--- src/rtl/usd_pkg.sv ---
// usd_pkg: shared types and byte-class constants for the utf-8 stream decoder
// no dependencies

package usd_pkg;

    localparam int unsigned BYTE_W = 8;
    localparam int unsigned CP_W   = 21;
    localparam int unsigned CNT_W  = 2;

    // lead and continuation byte classes: (byte & mask) == code
    localparam logic [BYTE_W-1:0] ASCII_MASK = 8'h80;
    localparam logic [BYTE_W-1:0] ASCII_CODE = 8'h00;
    localparam logic [BYTE_W-1:0] CONT_MASK  = 8'hC0;
    localparam logic [BYTE_W-1:0] CONT_CODE  = 8'h80;
    localparam logic [BYTE_W-1:0] LEAD2_MASK = 8'hE0;
    localparam logic [BYTE_W-1:0] LEAD2_CODE = 8'hC0;
    localparam logic [BYTE_W-1:0] LEAD3_MASK = 8'hF0;
    localparam logic [BYTE_W-1:0] LEAD3_CODE = 8'hE0;
    localparam logic [BYTE_W-1:0] LEAD4_MASK = 8'hF8;
    localparam logic [BYTE_W-1:0] LEAD4_CODE = 8'hF0;

    // payload masks
    localparam logic [BYTE_W-1:0] CONT_DATA  = 8'h3F;
    localparam logic [BYTE_W-1:0] LEAD2_DATA = 8'h1F;
    localparam logic [BYTE_W-1:0] LEAD3_DATA = 8'h0F;
    localparam logic [BYTE_W-1:0] LEAD4_DATA = 8'h07;

    typedef struct packed {
        logic [BYTE_W-1:0] byte_in;
        logic              string_last;
    } usd_item_t;

    typedef struct packed {
        logic            emit;
        logic [CP_W-1:0] code_point;
        logic            at_string_end;
    } usd_result_t;

endpackage

--- src/rtl/usd_in_reg.sv ---
// usd_in_reg: input holding register for one byte transfer
// depends on usd_pkg

module usd_in_reg
(
    input  logic             clk,
    input  logic             rst_n,
    input  logic             in_valid,
    output logic             in_ready,
    input  usd_pkg::usd_item_t in_item,
    input  logic             consume,
    output logic             item_valid,
    output usd_pkg::usd_item_t item
);

    logic               valid_reg;
    logic               valid_next;
    usd_pkg::usd_item_t item_reg;

    // free when empty or when the held byte leaves this cycle
    assign in_ready   = !valid_reg || consume;
    assign valid_next = (in_valid && in_ready) || (valid_reg && !consume);

    always_ff @(posedge clk or negedge rst_n)
    begin
        if (!rst_n)
        begin
            valid_reg <= 1'b0;
        end
        else
        begin
            valid_reg <= valid_next;
        end
    end

    always_ff @(posedge clk)
    begin
        if (in_valid && in_ready)
        begin
            item_reg <= in_item;
        end
    end

    assign item_valid = valid_reg;
    assign item       = item_reg;

endmodule

--- src/rtl/usd_core.sv ---
// usd_core: sequence state and combinational byte decode
// depends on usd_pkg

module usd_core
(
    input  logic                 clk,
    input  logic                 rst_n,
    input  logic                 consume,
    input  usd_pkg::usd_item_t   item,
    output usd_pkg::usd_result_t result
);

    logic [usd_pkg::CP_W-1:0]   partial_reg;
    logic [usd_pkg::CP_W-1:0]   partial_next;
    logic [usd_pkg::CNT_W-1:0]  remain_reg;
    logic [usd_pkg::CNT_W-1:0]  remain_next;
    logic [usd_pkg::BYTE_W-1:0] b;
    logic                       is_cont;

    assign b       = item.byte_in;
    assign is_cont = (b & usd_pkg::CONT_MASK) == usd_pkg::CONT_CODE;

    always_comb
    begin
        partial_next         = partial_reg;
        remain_next          = remain_reg;
        result.emit          = 1'b0;
        result.code_point    = '0;
        result.at_string_end = item.string_last;

        if (consume)
        begin
            if (remain_reg != '0 && is_cont)
            begin
                partial_next = {partial_reg[usd_pkg::CP_W-7:0], b[5:0]};
                remain_next  = remain_reg - 1'b1;
                if (remain_reg == 2'd1)
                begin
                    result.emit       = 1'b1;
                    result.code_point = {partial_reg[usd_pkg::CP_W-7:0], b[5:0]};
                    partial_next      = '0;
                end
            end
            else
            begin
                // no sequence pending, or a bad continuation: treat as lead
                partial_next = '0;
                remain_next  = '0;
                if ((b & usd_pkg::ASCII_MASK) == usd_pkg::ASCII_CODE)
                begin
                    result.emit       = 1'b1;
                    result.code_point = {{(usd_pkg::CP_W-usd_pkg::BYTE_W){1'b0}}, b};
                end
                else if ((b & usd_pkg::LEAD2_MASK) == usd_pkg::LEAD2_CODE)
                begin
                    partial_next = {{(usd_pkg::CP_W-usd_pkg::BYTE_W){1'b0}},
                                    b & usd_pkg::LEAD2_DATA};
                    remain_next  = 2'd1;
                end
                else if ((b & usd_pkg::LEAD3_MASK) == usd_pkg::LEAD3_CODE)
                begin
                    partial_next = {{(usd_pkg::CP_W-usd_pkg::BYTE_W){1'b0}},
                                    b & usd_pkg::LEAD3_DATA};
                    remain_next  = 2'd2;
                end
                else if ((b & usd_pkg::LEAD4_MASK) == usd_pkg::LEAD4_CODE)
                begin
                    partial_next = {{(usd_pkg::CP_W-usd_pkg::BYTE_W){1'b0}},
                                    b & usd_pkg::LEAD4_DATA};
                    remain_next  = 2'd3;
                end
            end

            // end of string drops anything unfinished
            if (item.string_last)
            begin
                partial_next = '0;
                remain_next  = '0;
            end
        end
    end

    always_ff @(posedge clk or negedge rst_n)
    begin
        if (!rst_n)
        begin
            partial_reg <= '0;
            remain_reg  <= '0;
        end
        else
        begin
            partial_reg <= partial_next;
            remain_reg  <= remain_next;
        end
    end

endmodule

--- src/rtl/usd_out_reg.sv ---
// usd_out_reg: result register holding one code point transfer
// depends on usd_pkg

module usd_out_reg
(
    input  logic                       clk,
    input  logic                       rst_n,
    input  logic                       load,
    input  usd_pkg::usd_result_t       result,
    output logic                       out_free,
    output logic                       out_valid,
    input  logic                       out_ready,
    output logic [usd_pkg::CP_W-1:0]   code_point,
    output logic                       at_string_end
);

    logic                     valid_reg;
    logic                     valid_next;
    logic [usd_pkg::CP_W-1:0] cp_reg;
    logic                     end_reg;

    assign out_free   = !valid_reg || out_ready;
    assign valid_next = (load && result.emit) || (valid_reg && !out_ready);

    always_ff @(posedge clk or negedge rst_n)
    begin
        if (!rst_n)
        begin
            valid_reg <= 1'b0;
        end
        else
        begin
            valid_reg <= valid_next;
        end
    end

    always_ff @(posedge clk)
    begin
        if (load && result.emit)
        begin
            cp_reg  <= result.code_point;
            end_reg <= result.at_string_end;
        end
    end

    assign out_valid     = valid_reg;
    assign code_point    = cp_reg;
    assign at_string_end = end_reg;

endmodule

--- src/rtl/utf8_stream_decoder.sv ---
// utf8_stream_decoder: top level, utf-8 byte stream to code point decoder
// depends on usd_pkg, usd_in_reg, usd_core, usd_out_reg
//
//   channel | direction | handshake            | payload
//   --------+-----------+----------------------+----------------------------------
//   in      | sink      | in_valid / in_ready   | byte_in[7:0], string_last
//   out     | source    | out_valid / out_ready | code_point[20:0], at_string_end
//
// one byte per cycle sustained while out_ready stays high; a byte taken into the input
// register is decoded into the result register once the result register is free
// the decode of a byte is one short step between the input and result registers
// reset clears the pending sequence and both valid flags, no clearing pass
// a stalled result holds the byte in the input register; in_ready stays high
// whenever the result register is empty or being drained this cycle

module utf8_stream_decoder
(
    input  logic                     clk,
    input  logic                     rst_n,
    input  logic                     in_valid,
    output logic                     in_ready,
    input  logic [usd_pkg::BYTE_W-1:0] byte_in,
    input  logic                     string_last,
    output logic                     out_valid,
    input  logic                     out_ready,
    output logic [usd_pkg::CP_W-1:0] code_point,
    output logic                     at_string_end
);

    usd_pkg::usd_item_t   in_item;
    usd_pkg::usd_item_t   item;
    usd_pkg::usd_result_t result;
    logic                 item_valid;
    logic                 out_free;
    logic                 consume;

    assign in_item.byte_in     = byte_in;
    assign in_item.string_last = string_last;

    // held byte is decoded when the result register can take its result
    assign consume = item_valid && out_free;

    usd_in_reg u_in_reg
    (
        .clk        (clk),
        .rst_n      (rst_n),
        .in_valid   (in_valid),
        .in_ready   (in_ready),
        .in_item    (in_item),
        .consume    (consume),
        .item_valid (item_valid),
        .item       (item)
    );

    usd_core u_core
    (
        .clk     (clk),
        .rst_n   (rst_n),
        .consume (consume),
        .item    (item),
        .result  (result)
    );

    usd_out_reg u_out_reg
    (
        .clk           (clk),
        .rst_n         (rst_n),
        .load          (consume),
        .result        (result),
        .out_free      (out_free),
        .out_valid     (out_valid),
        .out_ready     (out_ready),
        .code_point    (code_point),
        .at_string_end (at_string_end)
    );

endmodule

--- config.mk ---
export PLATFORM = sky130hd
export DESIGN_NAME = utf8_stream_decoder
export DESIGN_NICKNAME = d
export VERILOG_FILES = /design/src/rtl/usd_pkg.sv /design/src/rtl/usd_in_reg.sv /design/src/rtl/usd_core.sv /design/src/rtl/usd_out_reg.sv /design/src/rtl/utf8_stream_decoder.sv
export SDC_FILE = /design/constraint.sdc
export NUM_CORES = 1
export LEC_CHECK = 0
export BUFFER_PORTS_ARGS = -buffer_cell sky130_fd_sc_hd__buf_2
export CORE_MARGIN = 2
export CORE_UTILIZATION = 35
export CTS_CLUSTER_DIAMETER = 50
export CTS_CLUSTER_SIZE = 12
export DETAILED_ROUTE_END_ITERATION = 12
export PLACE_DENSITY = 0.66
export SYNTH_ARGS = -nofsm -noshare
export SYNTH_HDL_FRONTEND = slang
export SYNTH_HIERARCHICAL = 1
export SYNTH_SLANG_ARGS = --single-unit
--- constraint.sdc ---
create_clock -name clk -period 2.92 [get_ports clk]
set_clock_uncertainty 0.2 [all_clocks]
set_input_delay 0 -clock clk [delete_from_list [all_inputs] [get_ports clk]]
set_output_delay 0 -clock clk [all_outputs]
set_load 0.005 [all_outputs]
==> Word-level counts from Yosys, hierarchy flattened <==
Index checks and enable logic that the tools add are counted.
{ "totals": {"ff_bits": 50, "latch_bits": 0, "ram_bits": 0, "romBits": 0, "inputBits": 13, "output_inout_bits": 24, "word_cells": 47, "n_memories": 0} }
{ "classes": {"addsub": 1, "n_mul": 0, "div": 0, "order_cmp": 0, "n_eq_ne": 5, "n_shift": 0, "mux": 17, "bitwise_logic": 0, "reduce_logical": 16} }
{ "ops": {"columns": ["cell", "n"], "rows": [
  ["22-bit two-way mux", 4],
  ["15-bit two-way mux", 5],
  ["2-bit two-way mux", 6],
  ["8-bit zero test", 1],
  ["1-bit logical AND", 6],
  ["5-bit == test (second input constant)", 1],
  ["4-bit == test (second input constant)", 1],
  ["1-bit zero test", 4],
  ["1-bit logical OR", 4],
  ["4-bit two-way mux", 1],
  ["3-bit == test (second input constant)", 1],
  ["3-bit two-way mux", 1],
  ["2-bit by 1-bit == test with 1-bit output (second input constant)", 1],
  ["2-bit == test (second input constant)", 1],
  ["2-bit nonzero test", 1],
  ["2-bit by 1-bit subtractor with 2-bit output (second input constant)", 1]
]} }

==> Longest topological paths before layout <==
Gate-level depths: netlist (run 1).
{ "logic_depth": {"ltp_word": 7, "ltp_mapped": 6, "mapped_depth_nobuf": 6} }

==> Modules after synthesis <==
Netlist (run 1), hierarchy kept.
{ "modules_own_cells": {"columns": ["mod", "instances", "cells_each", "area_per_inst_um2"], "rows": [
  ["usd_core", 1, 89, 929.6],
  ["usd_out_reg", 1, 26, 721.9],
  ["usd_in_reg", 1, 13, 324.1],
  ["utf8_stream_decoder", 1, 1, 6.3]
]} }

==> Worst setup path after synthesis (run 1) <==
No wires, ideal clock.
{ "synth_path": {"path_type": "flip-flop to flip-flop", "startpoint": "register u_core/remain_reg[1] (netlist name)", "endpoint": "register u_out_reg.end_reg, in the netlist u_out_reg/at_string_end, enable pin", "setup_ns": 0.324, "arrival_time_ns": 1.529, "required_ns": 2.396, "path_slack_ns": 0.867, "stages_incl_launch_ff": 6, "n_path_buf": 0, "cell_sequence": "dfrtp_1 > inv_1 > ha_1 > or3b_4 > a21oi_4 > and2_4"} }
{ "synth_lines": {"columns": ["item", "line_no", "rtl"], "rows": [
  ["start, declared", "usd_core.sv:15", "logic [usd_pkg::CNT_W-1:0] remain_reg;"],
  ["start signal, assigned", "usd_core.sv:93", "remain_reg <= remain_next;"],
  ["end signal, assigned", "usd_out_reg.sv:42", "end_reg <= result.at_string_end;"],
  ["end, declared", "usd_out_reg.sv:20", "logic end_reg;"]
]} }

==> results.md, run 1 <==
* Status: finished clean
* Async SR Flop Fraction at 0.380
* Switching share of power at 0.214
* Startpoint types: flop
* Final worst-path setup slack at ~0.58 ns
* Slew @ Worst Pin at 0.847 ns
* Nets at 196
* First DRT Iteration DRCs at 74
* Largest family of logic cells by synthesized area: simple AND/OR/NAND/NOR gates
* Clock Power Share at 0.363
* Most common cell in the netlist: edfxtp_1
* Drt pass-1 iters at 4
* Net Switching at 0.000341 W
* Worst path required time at 2.69 ns
* GRT met2 Usage at 0.169
* Logic pwr share at 0.110
* Int Power at 0.00125 W
* Synthesized area per cell at about 15 um2
* Grt total ovfl at 0
* Vias in the first global route at 1111
* Clock root cell: clkbuf_8
* LEAKAGE at 1.06 nW
* Seq cells post-synth at 50
* Core area at 5470 um2
* Die span in x at approximately 79 um
* Buf/Inv on CP at 1
* Worst-path fanout max at 23
* Detail Route Antenna Nets at 0
* Drt wl/cell at 12.5 um
* Synth-to-Final Area Change at 26.3%
* Post-Route Setup TNS at 0 ns
* Slew Limit Fails at 0
* Leading area contributor after synthesis: edfxtp_1
* Setup CP Type: reg -> reg
* Largest net degree at the start of global routing at 24
* I/O pin cnt at 37
* Max FFs per register at 21
* N_diodes at 0
* Hold path cells at 2
* Grt peak-use layer: met2
* GPL Wtd Cong at 0.765
* Fmax achieved at 427 MHz
* Routing usage on met1 at 0.150
* Synth Area in Simple Gates at 0.155
* Post_cts resized at 0
* Syn nets at about 140
* CTS Buffer Depth at 2
* Sequential share of the synthesized area at 0.710
* Commonest cells in the netlist: edfxtp_1, and2_1, dfrtp_1
* Skew-Pair Late Insertion Delay at 0.29 ns
* Slowest stage cell, crit path: dfrtp_1
* First-pass GRT wire length at about 5.3 mm
* Share of post-route cells with drive strength above 1 at 0.302
* Layout Utilization at 0.457
* Routed vias/inst at 4.61
* Clock buffer count from CTS at 5
* Detailed placer's ending HPWL at 2.17 mm
* Distinct cells, synth at 32
* Max Cap Viol at 0
* Final Instance Count excl. Fillers at 254
* Crit path depth at 5
* Post-Syn Area at 1980 um2
* Cells after Synth at 129
* Mux share of post-synthesis cell area at 0
* Fillers at 493
* Via Count at 1172
* Total GRT Usage at 0.110
* H-tree depth at 2
* Clk slew on worst S/H paths at 0.08 ns
* CTS tree: done
* Largest delay share family, worst path: simple AND/OR/NAND/NOR gates
* DRC Markers at 0
* Reg2reg path depth at 5
* Area fraction of the dominant cell type after synthesis at 0.470
* CP endpoint kind: flop
* Setup Viol. Count Final at 0
* WL final at 3.18 mm
* PwrDens at 636 nW/um2
* # clock sinks at 50
* Synth Area in Compound Gates at 0.103
* Post-Place Worst Slack at 0.600 ns
* Crit path arrival time at 2.11 ns
* Share of total power in sequential cells at 0.527
* Die area at 6280 um2
* Port Buffers at 36
* Chip height at about 79 um
* Crit-path cells: nand2b_4 > and2_1 > inv_1 > a21oi_4 > and2_4
* Post-layout min period at 2.34 ns
* Post-synthesis adder-cell area fraction at 0.0126
* Post-Synth XOR/XNOR Area at 0
* Worst VDD drop at 0.000381 V
* Initial antenna violation count at 0
* GRT met3 Usage at 0.0364
* RSZ-0062 raised after global routing: no
* Initial Util at 0.362
* Placed insts at 233
* Worst hold path type: in -> reg
* Period utilisation layout at 0.801
* Synth area leaders: edfxtp_1, dfrtp_1, and2_1
* Warning count from the yosys run at 6
* Dominant synthesized flop cell: edfxtp_1
* Rows at 27
* Hold Vio Cnt, Final at 0
* EDFF count, synth at 31
* Slowest stage delay, CP at roughly 0.41 ns
* Max_slew headroom at 0.433
## final timing paths
kind	startpoint	to	slack, ns
worst max-delay path	u_out_reg/out_valid$_DFF_PN0_	u_out_reg/code_point[7]$_DFFE_PP_	0.58
worst min-delay path	byte_in[3]	u_in_reg/item[4]$_DFFE_PP_	0.21
worst max register to register	u_out_reg/out_valid$_DFF_PN0_	u_out_reg/code_point[7]$_DFFE_PP_	0.58
worst min register to register	u_core/partial_reg[9]$_DFFE_PN0P_	u_core/partial_reg[9]$_DFFE_PN0P_	0.31
max in group asynchronous	rst_n	u_core/partial_reg[2]$_DFFE_PN0P_	1.32
min in group asynchronous	rst_n	u_in_reg/item_valid$_DFF_PN0_	0.68
## logic make-up (layout without fill, tap and decap cells)
kind of cell             count (synthesis)  in the layout
flip-flops                              50             50
AND/OR/NAND/NOR                         44             44
AO/OA/AOI/OAI                           24             24
buffers and inverters                    9             62
adder cells (fa/ha/maj)                  2              2
## power by group through the flow
stage          Clock [W]  Combinational [W]  Sequential (W)
2_1_floorplan          0           0.000104        0.000850
3_3_place_gp           0           0.000160        0.000855
3_5_place_dp           0           0.000163        0.000856
4_1_cts         0.000588           0.000177        0.000841
5_1_grt         0.000623           0.000197        0.000847
6_report        0.000578           0.000175        0.000840
## layout by cell type (no fill, tap or decap), types with 3 or more instances in the layout
| cell type | instances |
|---|---|
| nand2b_4 | 3 |
| buf_2 | 36 |
| and2_1 | 21 |
| o2bb2ai_1 | 5 |
| clkbuf_8 | 6 |
| nand2_1 | 7 |
| a22o_1 | 10 |
| dfrtp_1 | 19 |
| inv_1 | 5 |
| edfxtp_1 | 31 |
| dlygate4sd3_1 | 13 |
## final cells by class
class	count	area (um2)	share of cell area
flip-flops and latches	50	1410	0.562
multi-input cells	70	536	0.214
repair buffers	49	310	0.124
well taps	72	90.1	0.0360
clock buffers	6	82.6	0.0330
clock inverters	2	60.1	0.0240
inverters	5	18.8	0.00750
## routing by layer
metal | part of all wire | up-vias | routed length [um]
met4 | 0.0060 | 0 | 19
met5 | 0 | - | 0
met1 | 0.46 | 552 | 1450
li1 | - | 577 | -
met3 | 0.064 | 4 | 204
met2 | 0.47 | 39 | 1500
## worst register-to-register path, stage by stage, from the launching register on
cell,delay [ns]
dfrtp_1,0.41
nand2b_4,0.09
and2_1,0.32
inv_1,0.34
a21oi_4,0.27
and2_4,0.38
## repair_timing
item / 4_1_cts / 5_1_grt
hold buffers: 13 / 0
buffers inserted: 0 / 0
hold endpoints to repair: 39 / 0
## stage by stage
stage                     instance area, um2  hold slack [ns]  power, W
after floorplan                         1980           -0.496  0.000955
after global placement                  2230           -0.233   0.00102
after detailed placement                2230           -0.235   0.00102
after CTS                               2500            0.199   0.00161
after global routing                    2500            0.202   0.00167
final                                   2500            0.207   0.00159
(Power assumes the default switching activity.)
==> inputs of run 2 (changes only) <==
- clock period: 2.92 -> 2.39 ns (I/O delays scaled with it)
==> run 2 against run 1 <==
Compared with the run above: largest cell class unchanged; core utilization fell by 0.32 points; critical path type unchanged; critical path depth did not move; non-clock buffer count up 2; power rose by 14%; via count up 0.34%; largest power group unchanged; cell count rose by 0.79%.
==> results.md, run 2 (synthesis results as in run 1) <==
* LEAKAGE at 1.05 nW (-0.97%)
* First-pass GRT wire length at 5.41 mm (+2.6%)
* Fmax achieved at 452 MHz (+5.8%)
* Period utilisation layout at 0.926 (+0.124)
* Max Cap Viol at 0 (unchanged)
* DRC Markers at 0 (unchanged)
* CTS tree: done
* H-tree depth at 2 (unchanged)
* N_diodes at 0 (unchanged)
* Die area at 6280 um2 (unchanged)
* Setup CP Type: reg -> reg
* Drt pass-1 iters at 6 (+2)
* Skew-Pair Late Insertion Delay at 0.29 ns (about the same)
* WL final at 3.13 mm (-1.6%)
* Fillers at 502 (+1.8%)
* Post-Place Worst Slack at 0.174 ns (-0.426 ns)
* Hold path cells at 2 (unchanged)
* Initial Util at 0.362 (unchanged)
* Detail Route Antenna Nets at 0 (unchanged)
* Layout Utilization at 0.454 (-0.00320)
* Via Count at 1176 (+0.34%)
* Worst-path fanout max at 23 (unchanged)
* Initial antenna violation count at 0 (unchanged)
* I/O pin cnt at 37 (unchanged)
* Most frequent cells in the layout: buf_2, edfxtp_1, and2_1
* Vias in the first global route at 1187 (+6.8%)
* RSZ-0062 raised after global routing: no
* Nets at 198 (+1.0%)
* Worst hold path type: in -> reg
* Share of post-route cells with drive strength above 1 at 0.304 (+0.00215)
* Placed insts at 235 (+0.86%)
* Startpoint types: flop
* Max_slew headroom at 0.429 (-0.00398)
* PwrDens at 733 nW/um2 (+15%)
* CP endpoint kind: flop
* Clock buffer count from CTS at 5 (unchanged)
* Rows at 27 (unchanged)
* Grt total ovfl at 0 (unchanged)
* Largest net degree at the start of global routing at 24 (unchanged)
* GPL Wtd Cong at 0.794 (+3.8%)
* Crit path arrival time at 1.99 ns (-0.12 ns)
* Routed vias/inst at 4.59 (-0.44%)
* Final Instance Count excl. Fillers at 256 (+0.79%)
* Slew Limit Fails at 0 (unchanged)
* Post-Route Setup TNS at 0 ns (unchanged)
* Hold Vio Cnt, Final at 0 (unchanged)
* Synth-to-Final Area Change at 25.4%
* Port Buffers at 36 (unchanged)
* CTS Buffer Depth at 2 (unchanged)
* Worst path required time at 2.17 ns (-0.52 ns)
* Clock root cell: clkbuf_8
* Total GRT Usage at 0.114 (+0.00397)
* Slew @ Worst Pin at 0.853 ns (+0.00595 ns)
* Worst VDD drop at 0.000593 V (+55%)
* Final worst-path setup slack at 0.178 ns (-0.402 ns)
* Post_cts resized at 0 (unchanged)
* Core area at 5470 um2 (unchanged)
* Status: finished clean
* Chip height at 79.3 um (unchanged)
* Setup Viol. Count Final at 0 (unchanged)
* Max FFs per register at 21 (unchanged)
* Drt wl/cell at 12.2 um (-2.4%)
* Most common cell after layout, fill and taps aside: buf_2
* # clock sinks at 50 (unchanged)
* Clk slew on worst S/H paths at 0.08 ns (about the same)
* Post-layout min period at 2.21 ns (-0.128 ns)
* Die span in x at 79.3 um (unchanged)
* First DRT Iteration DRCs at 105 (+42%)
* Reg2reg path depth at 5 (unchanged)
* Detailed placer's ending HPWL at 2.14 mm (-1.6%)
## run 2: worst paths after layout
path / startpoint / to / slack (ns)
worst max-delay path: u_core/remain_reg[1]$_DFFE_PN0P_ / u_out_reg/code_point[1]$_DFFE_PP_ / 0.18
worst min-delay path: byte_in[6] / u_in_reg/item[7]$_DFFE_PP_ / 0.21
worst max register to register: u_core/remain_reg[1]$_DFFE_PN0P_ / u_out_reg/code_point[1]$_DFFE_PP_ / 0.18
worst min register to register: u_core/partial_reg[13]$_DFFE_PN0P_ / u_core/partial_reg[13]$_DFFE_PN0P_ / 0.31
max in group asynchronous: rst_n / u_in_reg/item_valid$_DFF_PN0_ / 0.78
min in group asynchronous: rst_n / u_core/partial_reg[4]$_DFFE_PN0P_ / 0.68
## run 2: metrics by stage
| stage | instance area [um2] | hold slack, ns | total power [W] |
|---|---|---|---|
| floorplan | 1980 | -0.496 | 0.00117 |
| global placement | 2250 | -0.231 | 0.00125 |
| detailed placement | 2250 | -0.235 | 0.00125 |
| CTS | 2490 | 0.198 | 0.00183 |
| global route | 2490 | 0.206 | 0.00191 |
| finish | 2490 | 0.208 | 0.00182 |
## run 2: worst max-delay path, stage by stage (launching register included)
cell	delay, ns
dfrtp_1	0.37
inv_1	0.09
ha_1	0.26
or3b_4	0.42
a21oi_4	0.20
and2_4	0.36
## run 2: routing by layer
layer / track usage / share of wire / vias to the layer above
met5: 0 / 0 / -
met3: 0.0386 / 0.060 / 9
met2: 0.176 / 0.46 / 39
met4: 0.0483 / 0.019 / 0
li1: - / - / 580
met1: 0.147 / 0.46 / 548
## run 2: layout make-up
cell class | instances | area, um2 | area share
Tap cell | 72 | 90.1 | 0.0362
Inverter | 5 | 18.8 | 0.00755
Clock buffer | 6 | 72.6 | 0.0292
Multi-Input combinational cell | 70 | 536 | 0.215
Clock inverter | 2 | 37.5 | 0.0151
Timing Repair Buffer | 51 | 325 | 0.131
Sequential cell | 50 | 1410 | 0.566
## run 2: what timing repair did
action,CTS,global route
hold buffers,13,0
buffers inserted,0,0
endpoints found under the hold margin,39,0
## run 2: report_power, final
part	leakage [nW]	switching (W)	internal (W)
Sequential	0.558	0.0000350	0.000989
Combinational	0.441	0.000120	0.000101
Clock	0.0514	0.000263	0.000312
Total	1.05	0.000419	0.00140
